<file path="config.mk">
export PLATFORM = sky130hd
export DESIGN_NAME = configurable_token_splitter_top
export DESIGN_NICKNAME = d
export VERILOG_FILES = /design/src/design/cts_pkg.sv /design/src/design/cts_core.sv /design/src/design/cts_res_fifo.sv /design/src/design/configurable_token_splitter_top.sv
export SDC_FILE = /design/constraint.sdc
export NUM_CORES = 1
export LEC_CHECK = 0
export ABC_AREA = 1
export BUFFER_PORTS_ARGS = -buffer_cell sky130_fd_sc_hd__buf_4
export CAP_MARGIN = 20
export CORE_ASPECT_RATIO = 0.6
export CORE_MARGIN = 3
export CORE_UTILIZATION = 60
export DETAILED_ROUTE_END_ITERATION = 10
export GPL_ROUTABILITY_DRIVEN = 0
export PLACE_DENSITY = 0.78
export SKIP_CTS_REPAIR_TIMING = 1
export SLEW_MARGIN = 20
export SYNTH_ARGS = -nofsm -noshare
export SYNTH_HDL_FRONTEND = slang
export SYNTH_SLANG_ARGS = --single-unit
</file>
<file path="constraint.sdc">
create_clock -name clk_i -period 5.7 [get_ports clk_i]
set_input_delay 1.425 -clock clk_i [delete_from_list [all_inputs] [get_ports clk_i]]
set_output_delay 1.425 -clock clk_i [all_outputs]
set_load 0.02 [all_outputs]
</file>
<file path="src/design/cts_pkg.sv">
package cts_pkg;

  localparam int unsigned MAX_TOKENS = 16;
  localparam int unsigned MAX_LEN    = 32;

  localparam logic [7:0] CH_NUL   = 8'h00;
  localparam logic [7:0] CH_SPACE = 8'h20;
  localparam logic [7:0] CH_TAB   = 8'h09;
  localparam logic [7:0] CH_LF    = 8'h0a;
  localparam logic [7:0] CH_CR    = 8'h0d;

  typedef enum logic [1:0] {
    REG_MODE    = 2'd0,
    REG_DELIM   = 2'd1,
    REG_MAX_TOK = 2'd2,
    REG_MAX_LEN = 2'd3
  } reg_idx_e;

  typedef enum logic [1:0] {
    MODE_WS    = 2'd0,
    MODE_DELIM = 2'd1,
    MODE_TRIM  = 2'd2,
    MODE_WORDS = 2'd3
  } mode_e;

  typedef enum logic [1:0] {
    KIND_WRITE  = 2'd0,
    KIND_CLOSE  = 2'd1,
    KIND_FINISH = 2'd2
  } kind_e;

  typedef enum logic [1:0] {
    PH_BETWEEN = 2'd0,
    PH_IN      = 2'd1,
    PH_FULL    = 2'd2
  } phase_e;

  localparam mode_e      RST_MODE    = MODE_WS;
  localparam logic [7:0] RST_DELIM   = 8'd44;
  localparam logic [4:0] RST_MAX_TOK = 5'd16;
  localparam logic [5:0] RST_MAX_LEN = 6'd32;

  typedef struct packed {
    mode_e      mode;
    logic [7:0] delim;
    logic [4:0] max_tok;
    logic [5:0] max_len;
  } cfg_t;

  typedef struct packed {
    kind_e      kind;
    logic [3:0] token_index;
    logic [4:0] position;
    logic [7:0] out_byte;
    logic [5:0] token_length;
    logic [4:0] token_count;
    logic       last;
  } res_t;

  function automatic logic is_ws(logic [7:0] b);
    return (b == CH_SPACE) || (b == CH_TAB) || (b == CH_LF) || (b == CH_CR);
  endfunction

  function automatic logic is_letter(logic [7:0] b);
    return ((b >= 8'h41) && (b <= 8'h5a)) || ((b >= 8'h61) && (b <= 8'h7a));
  endfunction

endpackage

</file>
<file path="src/design/cts_core.sv">
module cts_core (
  input  logic               clk_i,
  input  logic               rst_ni,
  input  logic               go_i,
  input  logic [7:0]         byte_i,
  input  cts_pkg::cfg_t      cfg_i,
  output cts_pkg::res_t      res0_o,
  output cts_pkg::res_t      res1_o,
  output logic [1:0]         num_o
);

  cts_pkg::phase_e phase_q, phase_d;
  logic [4:0] tok_q, tok_d;
  logic [5:0] cc_q, cc_d;
  logic [5:0] kept_q, kept_d;

  logic [4:0] lim_tok;
  logic [5:0] lim_len;

  always_comb begin
    if (cfg_i.max_tok > 5'(cts_pkg::MAX_TOKENS)) lim_tok = 5'(cts_pkg::MAX_TOKENS);
    else lim_tok = cfg_i.max_tok;
    if (cfg_i.max_len > 6'(cts_pkg::MAX_LEN)) lim_len = 6'(cts_pkg::MAX_LEN);
    else if (cfg_i.max_len == 6'd0) lim_len = 6'd1;
    else lim_len = cfg_i.max_len;
  end

  always_comb begin
    logic       op_wr;
    logic       op_cl;
    logic       sep;
    logic       trim;
    logic [5:0] cc_b;
    logic [5:0] kp_b;
    logic [5:0] cc1;
    logic [5:0] kp1;
    cts_pkg::res_t r0;
    cts_pkg::res_t r1;
    logic [1:0] n;

    op_wr = 1'b0;
    op_cl = 1'b0;
    cc_b  = cc_q;
    kp_b  = kept_q;
    trim  = (cfg_i.mode == cts_pkg::MODE_TRIM);
    sep   = (cfg_i.mode == cts_pkg::MODE_WS) ? cts_pkg::is_ws(byte_i)
                                             : !cts_pkg::is_letter(byte_i);
    r0 = '0;
    r1 = '0;
    n  = 2'd0;
    phase_d = phase_q;
    tok_d   = tok_q;
    cc_d    = cc_q;
    kept_d  = kept_q;
    cc1 = 6'd0;
    kp1 = 6'd0;

    if (byte_i == cts_pkg::CH_NUL) begin
      // end of line: close an open token, then report the count
      if (phase_q == cts_pkg::PH_IN) begin
        r0.kind         = cts_pkg::KIND_CLOSE;
        r0.token_index  = tok_q[3:0];
        r0.token_length = trim ? kept_q : cc_q;
        r1.kind         = cts_pkg::KIND_FINISH;
        r1.token_count  = tok_q + 5'd1;
        n = 2'd2;
      end else begin
        r0.kind        = cts_pkg::KIND_FINISH;
        r0.token_count = tok_q;
        n = 2'd1;
      end
      phase_d = cts_pkg::PH_BETWEEN;
      tok_d   = 5'd0;
      cc_d    = 6'd0;
      kept_d  = 6'd0;
    end else if (tok_q >= lim_tok) begin
      // token limit reached, rest of the line is dropped
    end else if (cfg_i.mode == cts_pkg::MODE_WS || cfg_i.mode == cts_pkg::MODE_WORDS) begin
      case (phase_q)
        cts_pkg::PH_IN: begin
          if (sep) op_cl = 1'b1;
          else op_wr = 1'b1;
        end
        cts_pkg::PH_FULL: begin
          if (sep) phase_d = cts_pkg::PH_BETWEEN;
        end
        default: begin
          if (!sep) op_wr = 1'b1;
        end
      endcase
    end else begin
      if (phase_q == cts_pkg::PH_IN) begin
        if (byte_i == cfg_i.delim) op_cl = 1'b1;
        else op_wr = 1'b1;
      end else if (phase_q == cts_pkg::PH_FULL && byte_i == cfg_i.delim) begin
        phase_d = cts_pkg::PH_BETWEEN;
      end else if (trim && cts_pkg::is_ws(byte_i)) begin
        phase_d = cts_pkg::PH_BETWEEN;
      end else begin
        // fresh token, possibly empty
        cc_b = 6'd0;
        kp_b = 6'd0;
        if (byte_i == cfg_i.delim) op_cl = 1'b1;
        else op_wr = 1'b1;
      end
    end

    if (op_cl) begin
      r0.kind         = cts_pkg::KIND_CLOSE;
      r0.token_index  = tok_q[3:0];
      r0.token_length = trim ? kp_b : cc_b;
      n       = 2'd1;
      tok_d   = tok_q + 5'd1;
      cc_d    = 6'd0;
      kept_d  = 6'd0;
      phase_d = cts_pkg::PH_BETWEEN;
    end

    if (op_wr) begin
      cc1 = cc_b + 6'd1;
      kp1 = cts_pkg::is_ws(byte_i) ? kp_b : cc1;
      r0.kind        = cts_pkg::KIND_WRITE;
      r0.token_index = tok_q[3:0];
      r0.position    = cc_b[4:0];
      r0.out_byte    = byte_i;
      if (cc1 >= lim_len) begin
        // token full: closed in the same step
        r1.kind         = cts_pkg::KIND_CLOSE;
        r1.token_index  = tok_q[3:0];
        r1.token_length = trim ? kp1 : cc1;
        n       = 2'd2;
        tok_d   = tok_q + 5'd1;
        cc_d    = 6'd0;
        kept_d  = 6'd0;
        phase_d = cts_pkg::PH_FULL;
      end else begin
        n       = 2'd1;
        cc_d    = cc1;
        kept_d  = kp1;
        phase_d = cts_pkg::PH_IN;
      end
    end

    r0.last = (n == 2'd1);
    r1.last = 1'b1;
    res0_o  = r0;
    res1_o  = r1;
    num_o   = n;
  end

  always_ff @(posedge clk_i or negedge rst_ni) begin
    if (!rst_ni) begin
      phase_q <= cts_pkg::PH_BETWEEN;
      tok_q   <= 5'd0;
      cc_q    <= 6'd0;
      kept_q  <= 6'd0;
    end else if (go_i) begin
      phase_q <= phase_d;
      tok_q   <= tok_d;
      cc_q    <= cc_d;
      kept_q  <= kept_d;
    end
  end

endmodule

</file>
<file path="src/design/cts_res_fifo.sv">
module cts_res_fifo (
  input  logic           clk_i,
  input  logic           rst_ni,
  input  logic [1:0]     push_num_i,
  input  cts_pkg::res_t  push0_i,
  input  cts_pkg::res_t  push1_i,
  output logic           room2_o,
  output logic           valid_o,
  input  logic           stall_i,
  output cts_pkg::res_t  head_o
);

  localparam int unsigned Depth = 4;
  localparam int unsigned PtrW  = $clog2(Depth);

  cts_pkg::res_t   mem_q [Depth];
  logic [PtrW-1:0] wr_q, wr_d;
  logic [PtrW-1:0] rd_q, rd_d;
  logic [PtrW:0]   cnt_q, cnt_d;
  logic            pop;

  assign valid_o = (cnt_q != '0);
  assign room2_o = (cnt_q <= (PtrW + 1)'(Depth - 2));
  assign head_o  = mem_q[rd_q];
  assign pop     = valid_o && !stall_i;

  always_comb begin
    wr_d  = wr_q + PtrW'(push_num_i);
    rd_d  = rd_q + PtrW'(pop);
    cnt_d = cnt_q + (PtrW + 1)'(push_num_i) - (PtrW + 1)'(pop);
  end

  always_ff @(posedge clk_i) begin
    if (push_num_i != 2'd0) mem_q[wr_q] <= push0_i;
    if (push_num_i == 2'd2) mem_q[wr_q + PtrW'(1)] <= push1_i;
  end

  always_ff @(posedge clk_i or negedge rst_ni) begin
    if (!rst_ni) begin
      wr_q  <= '0;
      rd_q  <= '0;
      cnt_q <= '0;
    end else begin
      wr_q  <= wr_d;
      rd_q  <= rd_d;
      cnt_q <= cnt_d;
    end
  end

endmodule

</file>
<file path="src/design/configurable_token_splitter_top.sv">
// path: input register, then a four-entry result queue whose head is shown
// throughput: one byte per cycle while the queue has room for two results; a byte gives up
// to two results, drained one per cycle unless stalled, so two-result bytes in a row stall the input
// reset: asynchronous, active low; clears line state, queue and registers to their
// reset values (whitespace mode, delimiter ',', 16 tokens, 32 bytes)
module configurable_token_splitter_top (
  input  logic       clk_i,
  input  logic       rst_ni,
  input  logic       cfg_we_i,
  input  logic [1:0] cfg_idx_i,
  input  logic [7:0] cfg_data_i,
  input  logic       in_valid_i,
  output logic       in_stall_o,
  input  logic [7:0] in_byte_i,
  output logic       out_valid_o,
  input  logic       out_stall_i,
  output logic [1:0] kind_o,
  output logic [3:0] token_index_o,
  output logic [4:0] position_o,
  output logic [7:0] out_byte_o,
  output logic [5:0] token_length_o,
  output logic [4:0] token_count_o,
  output logic       last_o
);

  cts_pkg::cfg_t cfg_q;
  logic          in_vld_q;
  logic [7:0]    in_byte_q;
  logic          room2;
  logic          go;
  logic [1:0]    num;
  cts_pkg::res_t res0, res1, head;

  assign go         = in_vld_q && room2;
  assign in_stall_o = in_vld_q && !room2;

  always_ff @(posedge clk_i or negedge rst_ni) begin
    if (!rst_ni) begin
      cfg_q.mode    <= cts_pkg::RST_MODE;
      cfg_q.delim   <= cts_pkg::RST_DELIM;
      cfg_q.max_tok <= cts_pkg::RST_MAX_TOK;
      cfg_q.max_len <= cts_pkg::RST_MAX_LEN;
    end else if (cfg_we_i) begin
      case (cts_pkg::reg_idx_e'(cfg_idx_i))
        cts_pkg::REG_MODE:    cfg_q.mode    <= cts_pkg::mode_e'(cfg_data_i[1:0]);
        cts_pkg::REG_DELIM:   cfg_q.delim   <= cfg_data_i;
        cts_pkg::REG_MAX_TOK: cfg_q.max_tok <= cfg_data_i[4:0];
        cts_pkg::REG_MAX_LEN: cfg_q.max_len <= cfg_data_i[5:0];
        default: ;
      endcase
    end
  end

  // input register, refilled whenever the held byte moves on
  always_ff @(posedge clk_i or negedge rst_ni) begin
    if (!rst_ni) begin
      in_vld_q <= 1'b0;
    end else if (!in_stall_o) begin
      in_vld_q <= in_valid_i;
    end
  end

  always_ff @(posedge clk_i) begin
    if (in_valid_i && !in_stall_o) in_byte_q <= in_byte_i;
  end

  cts_core u_core (
    .clk_i  (clk_i),
    .rst_ni (rst_ni),
    .go_i   (go),
    .byte_i (in_byte_q),
    .cfg_i  (cfg_q),
    .res0_o (res0),
    .res1_o (res1),
    .num_o  (num)
  );

  cts_res_fifo u_fifo (
    .clk_i      (clk_i),
    .rst_ni     (rst_ni),
    .push_num_i (go ? num : 2'd0),
    .push0_i    (res0),
    .push1_i    (res1),
    .room2_o    (room2),
    .valid_o    (out_valid_o),
    .stall_i    (out_stall_i),
    .head_o     (head)
  );

  assign kind_o         = head.kind;
  assign token_index_o  = head.token_index;
  assign position_o     = head.position;
  assign out_byte_o     = head.out_byte;
  assign token_length_o = head.token_length;
  assign token_count_o  = head.token_count;
  assign last_o         = head.last;

endmodule

</file>
-- Word-level counts from Yosys, hierarchy flattened
Memory sizes are Yosys's and may differ from the RTL's.
Cells that the tools add are included.
- bits in registers: 56
- bits in writable memories: 124
- output and inout port bits: 33
- logic and storage cells: 164
- memories: 1
- add/sub/neg operators: 7
- $lt $le $gt $ge: 9
- eq/ne operators: 18
- multiplexer cells: 85
- reduce and logical (&&, ||, !) cells: 31
- memory list (name ; depth ; bits a word ; read ports ; clocked after memory_dff ; write ports ; RTL line ; RTL):
    u_fifo.mem_q ; 4 ; 31 ; 1 ; 0 ; 2 ; cts_res_fifo.sv:16 ; cts_pkg::res_t mem_q [Depth];
- operators by type and width (operator ; count):
    two-way mux 6 bit ; 32
    two-way mux 5 bit ; 8
    two-way mux 2 bit ; 19
    equality test 8 x 4 -> 1 bit (second input constant) ; 3
    two-way mux 1 bit ; 23
    two-way mux 19 bit ; 1
    greater-or-equal comparator 8 x 7 -> 1 bit (second input constant) ; 2
    <= comparator 8 x 7 -> 1 bit (second input constant) ; 2
    equality test 2 bit (second input constant) ; 6
    two-way mux 11 bit ; 1
    != test 5 x 4 -> 1 bit (second input constant) ; 2
    AND reduction 2 bit ; 5
    equality test 8 x 6 -> 1 bit (second input constant) ; 1
    equality test 8 bit ; 1
    logical AND 1 bit ; 8
    logical NOT 8 bit ; 1
    adder 6 x 1 -> 6 bit (second input constant) ; 1
    equality test 2 x 1 -> 1 bit (second input constant) ; 3
    greater-or-equal comparator 6 bit ; 1
    greater-than comparator 6 bit (second input constant) ; 1
    logical NOT 6 bit ; 1
    AND reduction 6 bit ; 1
    nonzero test 3 bit ; 2
    nonzero test 6 bit ; 1
    other kinds (16) ; 24

-- Longest topological paths before layout
- word-level depth: 19
- gate-level depth with buffers: 34
- mapped depth without buffers: 33

-- Modules after synthesis
Synthesis repeated with hierarchy kept, for this count alone.
- cells, all modules: 1224
- area, all modules: 10676.5 sq um
- modules (own cells, without submodules) (module ; times used ; cells each ; area each (sq um) ; seq. area each (sq um)):
    cts_res_fifo ; 1 ; 694 ; 6904.1 ; 3898.7
    cts_core ; 1 ; 412 ; 2572.5 ; 475.5
    configurable_token_splitter_top ; 1 ; 118 ; 1199.9 ; 797.0

-- Worst setup path after synthesis
OpenSTA, ideal clock, no wires.
- path type: flip-flop to flip-flop
- start: register cfg_q[6] (netlist name)
- end: register u_fifo.cnt_q[2]
- library setup time: 129 ps
- arrival time: 4797 ps
- required time: 5571 ps
- setup slack: 775 ps
- cell stages (with the launch flop): 32
- path buffers: 1
- period minus slack after synthesis: 4925 ps
- path through: dfrtp_1 > o41ai_1 > nand2_1 > ha_1 > nand2_1 > nor3b_1 > nor2_1 > nand4_1 > buf_4 > nand2_1 > inv_1 > ha_1 > nand3_1 > nor2_1 > xor2_1 > ha_1 > nand2_1 > o21a_1 > o31ai_1 > nor2_1 > inv_1 > nor2_1 > inv_1 > nand3_1 > nand2_1 > ha_1 > inv_1 > ha_1 > inv_1 > fa_1 > xnor2_1 > xor2_1
- word-level cells in the longest chain between the ends: 12
- ends and longest elaborated chain (what ; RTL line ; RTL):
    start, declared ; configurable_token_splitter_top.sv:26 ; cts_pkg::cfg_t cfg_q;
    greater-than comparator 5 bit ; cts_core.sv:21 ; if (cfg_i.max_tok > 5'(cts_pkg::MAX_TOKENS)) lim_tok = 5'(cts_pkg::MAX_TOKENS);
    two-way mux 5 bit * ; cts_core.sv:21 ;
    greater-or-equal comparator 5 bit * ; cts_core.sv:76 ; end else if (tok_q >= lim_tok) begin
    two-way mux 6 bit ; cts_core.sv:76 ;
    two-way mux 6 bit ; cts_core.sv:58 ; if (byte_i == cts_pkg::CH_NUL) begin
    adder 6 x 1 -> 6 bit ; cts_core.sv:120 ; cc1 = cc_b + 6'd1;
    greater-or-equal comparator 6 bit ; cts_core.sv:126 ; if (cc1 >= lim_len) begin
    two-way mux 2 bit ; cts_core.sv:126 ;
    two-way mux 2 bit * ; cts_core.sv:119 ; if (op_wr) begin
    two-way mux 2 bit * ; configurable_token_splitter_top.sv:81 ; .push_num_i (go ? num : 2'd0),
    adder 3 x 2 -> 3 bit * ; cts_res_fifo.sv:30 ; cnt_d = cnt_q + (PtrW + 1)'(push_num_i) - (PtrW + 1)'(pop);
    subtractor 3 x 1 -> 3 bit * ; cts_res_fifo.sv:30 ;
    named net u_fifo.cnt_d[2] ; cts_res_fifo.sv:19 ; logic [PtrW:0] cnt_q, cnt_d;
    end signal, assigned ; cts_res_fifo.sv:46 ; cnt_q <= cnt_d;
    end, declared ; cts_res_fifo.sv:19 ;
Mark *: on every way through the listed nets, which the timed path passes. The rest lies on a longest branch.
A chain may end at the register's enable or synchronous reset.

-- Worst setup path in the final report
Same ends and word-level chain as after synthesis.

==> impl_metrics.json <==
{
  "reg2reg_to": "u_fifo.cnt_q[2]",
  "clockBufferDepth": 2,
  "multi_input_area_um2": 4010,
  "grt_pass1_wl_um": 41400,
  "wl_met2_um": 11300,
  "grt_setup_unrepaired": "no",
  "holdPathStages": 2,
  "initial_core_util_pct": 62.7,
  "num_vias": 8441,
  "min_period_over_period_pct": 93.5,
  "synthToLayoutAreaGrowth_pct": 12.5,
  "critPathMaxStageDelay_ns": 0.42,
  "fillers": 1170,
  "final_nets": 1232,
  "synth-seq-cells": 180,
  "synth_enable_flop_cells": 76,
  "timing.slew.headroom_pct": 27.5,
  "die_h_um": 102,
  "yosysTopAreaCell": "edfxtp_1",
  "skew_ns": 0.0125,
  "cp.arrival_ns": 5.69,
  "setup_violations": 0,
  "portBuffers": 55,
  "wl_per_cell_um": 18.4,
  "clk_latency_ns": 0.44,
  "synth_nets": 1190,
  "worst_slew_pin_slew_ns": 1.09,
  "grt_pass1_vias": 7838,
  "synthArstFlopShare_pct": 26.7,
  "top_layer": "met4",
  "wirelength_um": 25700,
  "r2r_slack_ns": 0.37,
  "row_count": 34,
  "die_w_um": 167,
  "timing.fmax_mhz": 188,
  "cts_tree": "yes",
  "viasPerCell": 6.03,
  "postRouteAntennaNets": 0,
  "outcome": "finished clean",
  "cp_max_fo": 5,
  "critPathRequiredTime_ns": 6.05,
  "wl_met3_um": 3030,
  "hold_violations": 0,
  "ys_seq_area_share_pct": 49.7,
  "gr-total-overflow": 0,
  "ys.flop_type": "edfxtp_1",
  "fp.dieArea_um2": 17000,
  "synth_cell_types": 52,
  "track_usage_pct": 30.9,
  "whs_endpoint": "u_fifo.mem_q[1][19]",
  "drive_gt1_share_pct": 12.8,
  "rr_worst_depth": 32,
  "path_clk_slew_ns": 0.08,
  "avgSynthCellArea_um2": 8.10,
  "numCtsBuffers": 17,
  "min-delay-start": "u_fifo.mem_q[1][19]",
  "start_kind": "flop",
  "drv_slew": 0,
  "maxCapViolations": 0,
  "fin_tns_setup_ns": 0,
  "dpl.hpwl_um": 17300,
  "syn_area_um2": 9280,
  "cp-end-kind": "flop",
  "irDropWorstVdd_mv": 0.534,
  "drtPass1Iterations": 6,
  "p_total_mw": 5.73,
  "post-route-min-period_ns": 5.33,
  "hold_class": "reg2reg",
  "drt_iter0_markers": 1073,
  "antennaDiodeCount": 0,
  "drc": 0,
  "critPathKind": "reg2reg",
  "grt_start_max_net_pins": 64,
  "synth_top_cell_area_share_pct": 24.6,
  "synthCells": 1146,
  "power.leakage_nw": 4.53,
  "core_area_um2": 14800,
  "p_per_area_nw_per_um2": 548,
  "reg2reg_from": "cfg_q[6]",
  "regArea_um2": 4610,
  "cp_slowest_cell": "dfrtp_1",
  "h-tree-depth": 4,
  "antenna_found_initial": 0,
  "cts_sinks": 180,
  "m1WireLength_um": 10900,
  "synth_warnings": 0,
  "io_pins": 56,
  "yosys-top-cells-area": "edfxtp_1 25%, dfxtp_1 12%, dfrtp_1 12%",
  "root_buffer": "clkbuf_16"
}
report_power, final:
part | total (mW) | switching (mW) | internal [mW]
Combinational | 2.64 | 1.79 | 0.850
Clock | 1.17 | 0.579 | 0.587
Sequential | 1.92 | 0.213 | 1.71
Total | 5.73 | 2.58 | 3.15
sequential cells by signal, indices dropped and copies added, names as in the netlist:
signal          count
u_fifo.mem_q      124
cfg_q              21
in_byte_q           8
u_core.cc_q         6
u_core.kept_q       6
u_core.tok_q        5
u_fifo.cnt_q        3
u_core.phase_q      2
u_fifo.rd_q         2
u_fifo.wr_q         2
in_vld_q            1
per-stage QoR:
step | cell area, µm² | hold WS [ns] | util (%) | cells | worst slack [ns]
2_1_floorplan | 9280 | 0.414 | - | 1146 | 0.775
3_3_place_gp | 9810 | 0.422 | 66.2 | 1365 | 0.588
3_5_place_dp | 9810 | 0.429 | 66.2 | 1365 | 0.219
4_1_cts | 10400 | 0.447 | 70.2 | 1397 | 0.0968
5_1_grt | 10400 | 0.467 | 70.6 | 1399 | 0.00285
6_report | 10400 | 0.446 | 70.6 | 1399 | 0.369
final cells by class:
cell class / instances / area share, %
Inverter: 111 / 4.13
Sequential cell: 180 / 44.1
Multi-Input combinational cell: 804 / 38.4
Timing Repair Buffer: 74 / 5.32
Clock inverter: 15 / 1.56
Clock buffer: 17 / 4.07
Tap cell: 198 / 2.37
layout by cell type, fill, tap and decap left out, types with 5 or more instances in the layout:
master,instances
ha_1,20
buf_4,74
nor2_1,149
clkbuf_16,17
xnor2_1,6
inv_2,7
nand2_4,5
nand3_1,51
o21ai_1,5
xor2_1,6
dfstp_2,5
nor2_2,5
dfrtp_1,42
edfxtp_1,76
nand2_1,266
o21ai_0,150
dfxtp_1,56
a21oi_1,39
inv_1,100
o22ai_1,64
Yosys cell counts, types with 3 or more instances:
cell,n
ha_1,20
nand2_2,3
o21ai_1,5
edfxtp_1,76
clkbuf_1,29
buf_4,7
nand4_1,3
dfxtp_1,56
xor2_1,7
nand3_1,51
buf_2,10
xnor2_1,6
buf_6,3
o22ai_1,64
nor2_1,151
nor2_2,3
nand2_1,266
a21oi_1,39
o21ai_0,150
nand3_2,4
dfrtp_1,43
nand2_4,5
dfstp_2,5
inv_2,7
inv_1,100
how the worst max path moves through the flow:
stage                   from               to  slack, ns  depth (start not counted)
floorplan           cfg_q[6]  u_fifo.cnt_q[2]       0.77                         31
global placement    cfg_q[6]  u_fifo.cnt_q[2]       0.59                         32
detailed placement  cfg_q[6]  u_fifo.cnt_q[2]       0.22                         32
CTS                 cfg_q[6]  u_fifo.cnt_q[2]        0.1                         32
global route        cfg_q[6]  u_fifo.cnt_q[2]      0.003                         32
finish              cfg_q[6]  u_fifo.cnt_q[2]       0.37                         32
kinds of logic after synthesis:
group | share of synthesized area (%)
AOI/OAI and AO/OA | 16.0
xor gates and xnor gates | 1.23
adders and majority gates | 2.91
buffers and inverters | 7.51
DFF | 49.7
muxes | 0.121
and+or+nand+nor | 22.6
worst max-delay path, delay by kind of cell, from the launching register on:
family | cells | cell delay [ns]
xor gates and xnor gates | 3 | 0.54
DFF | 1 | 0.42
adders and majority gates | 6 | 1.64
AOI/OAI and AO/OA | 3 | 0.58
and+or+nand+nor | 14 | 1.62
buffers and inverters | 6 | 0.45
routing by layer:
layer	vias up	track usage, %
met3	60	7.04
met4	0	9.00
li1	3918	-
met2	568	47.2
met5	-	0
met1	3895	44.9
Power figures use the tool's default switching activity.
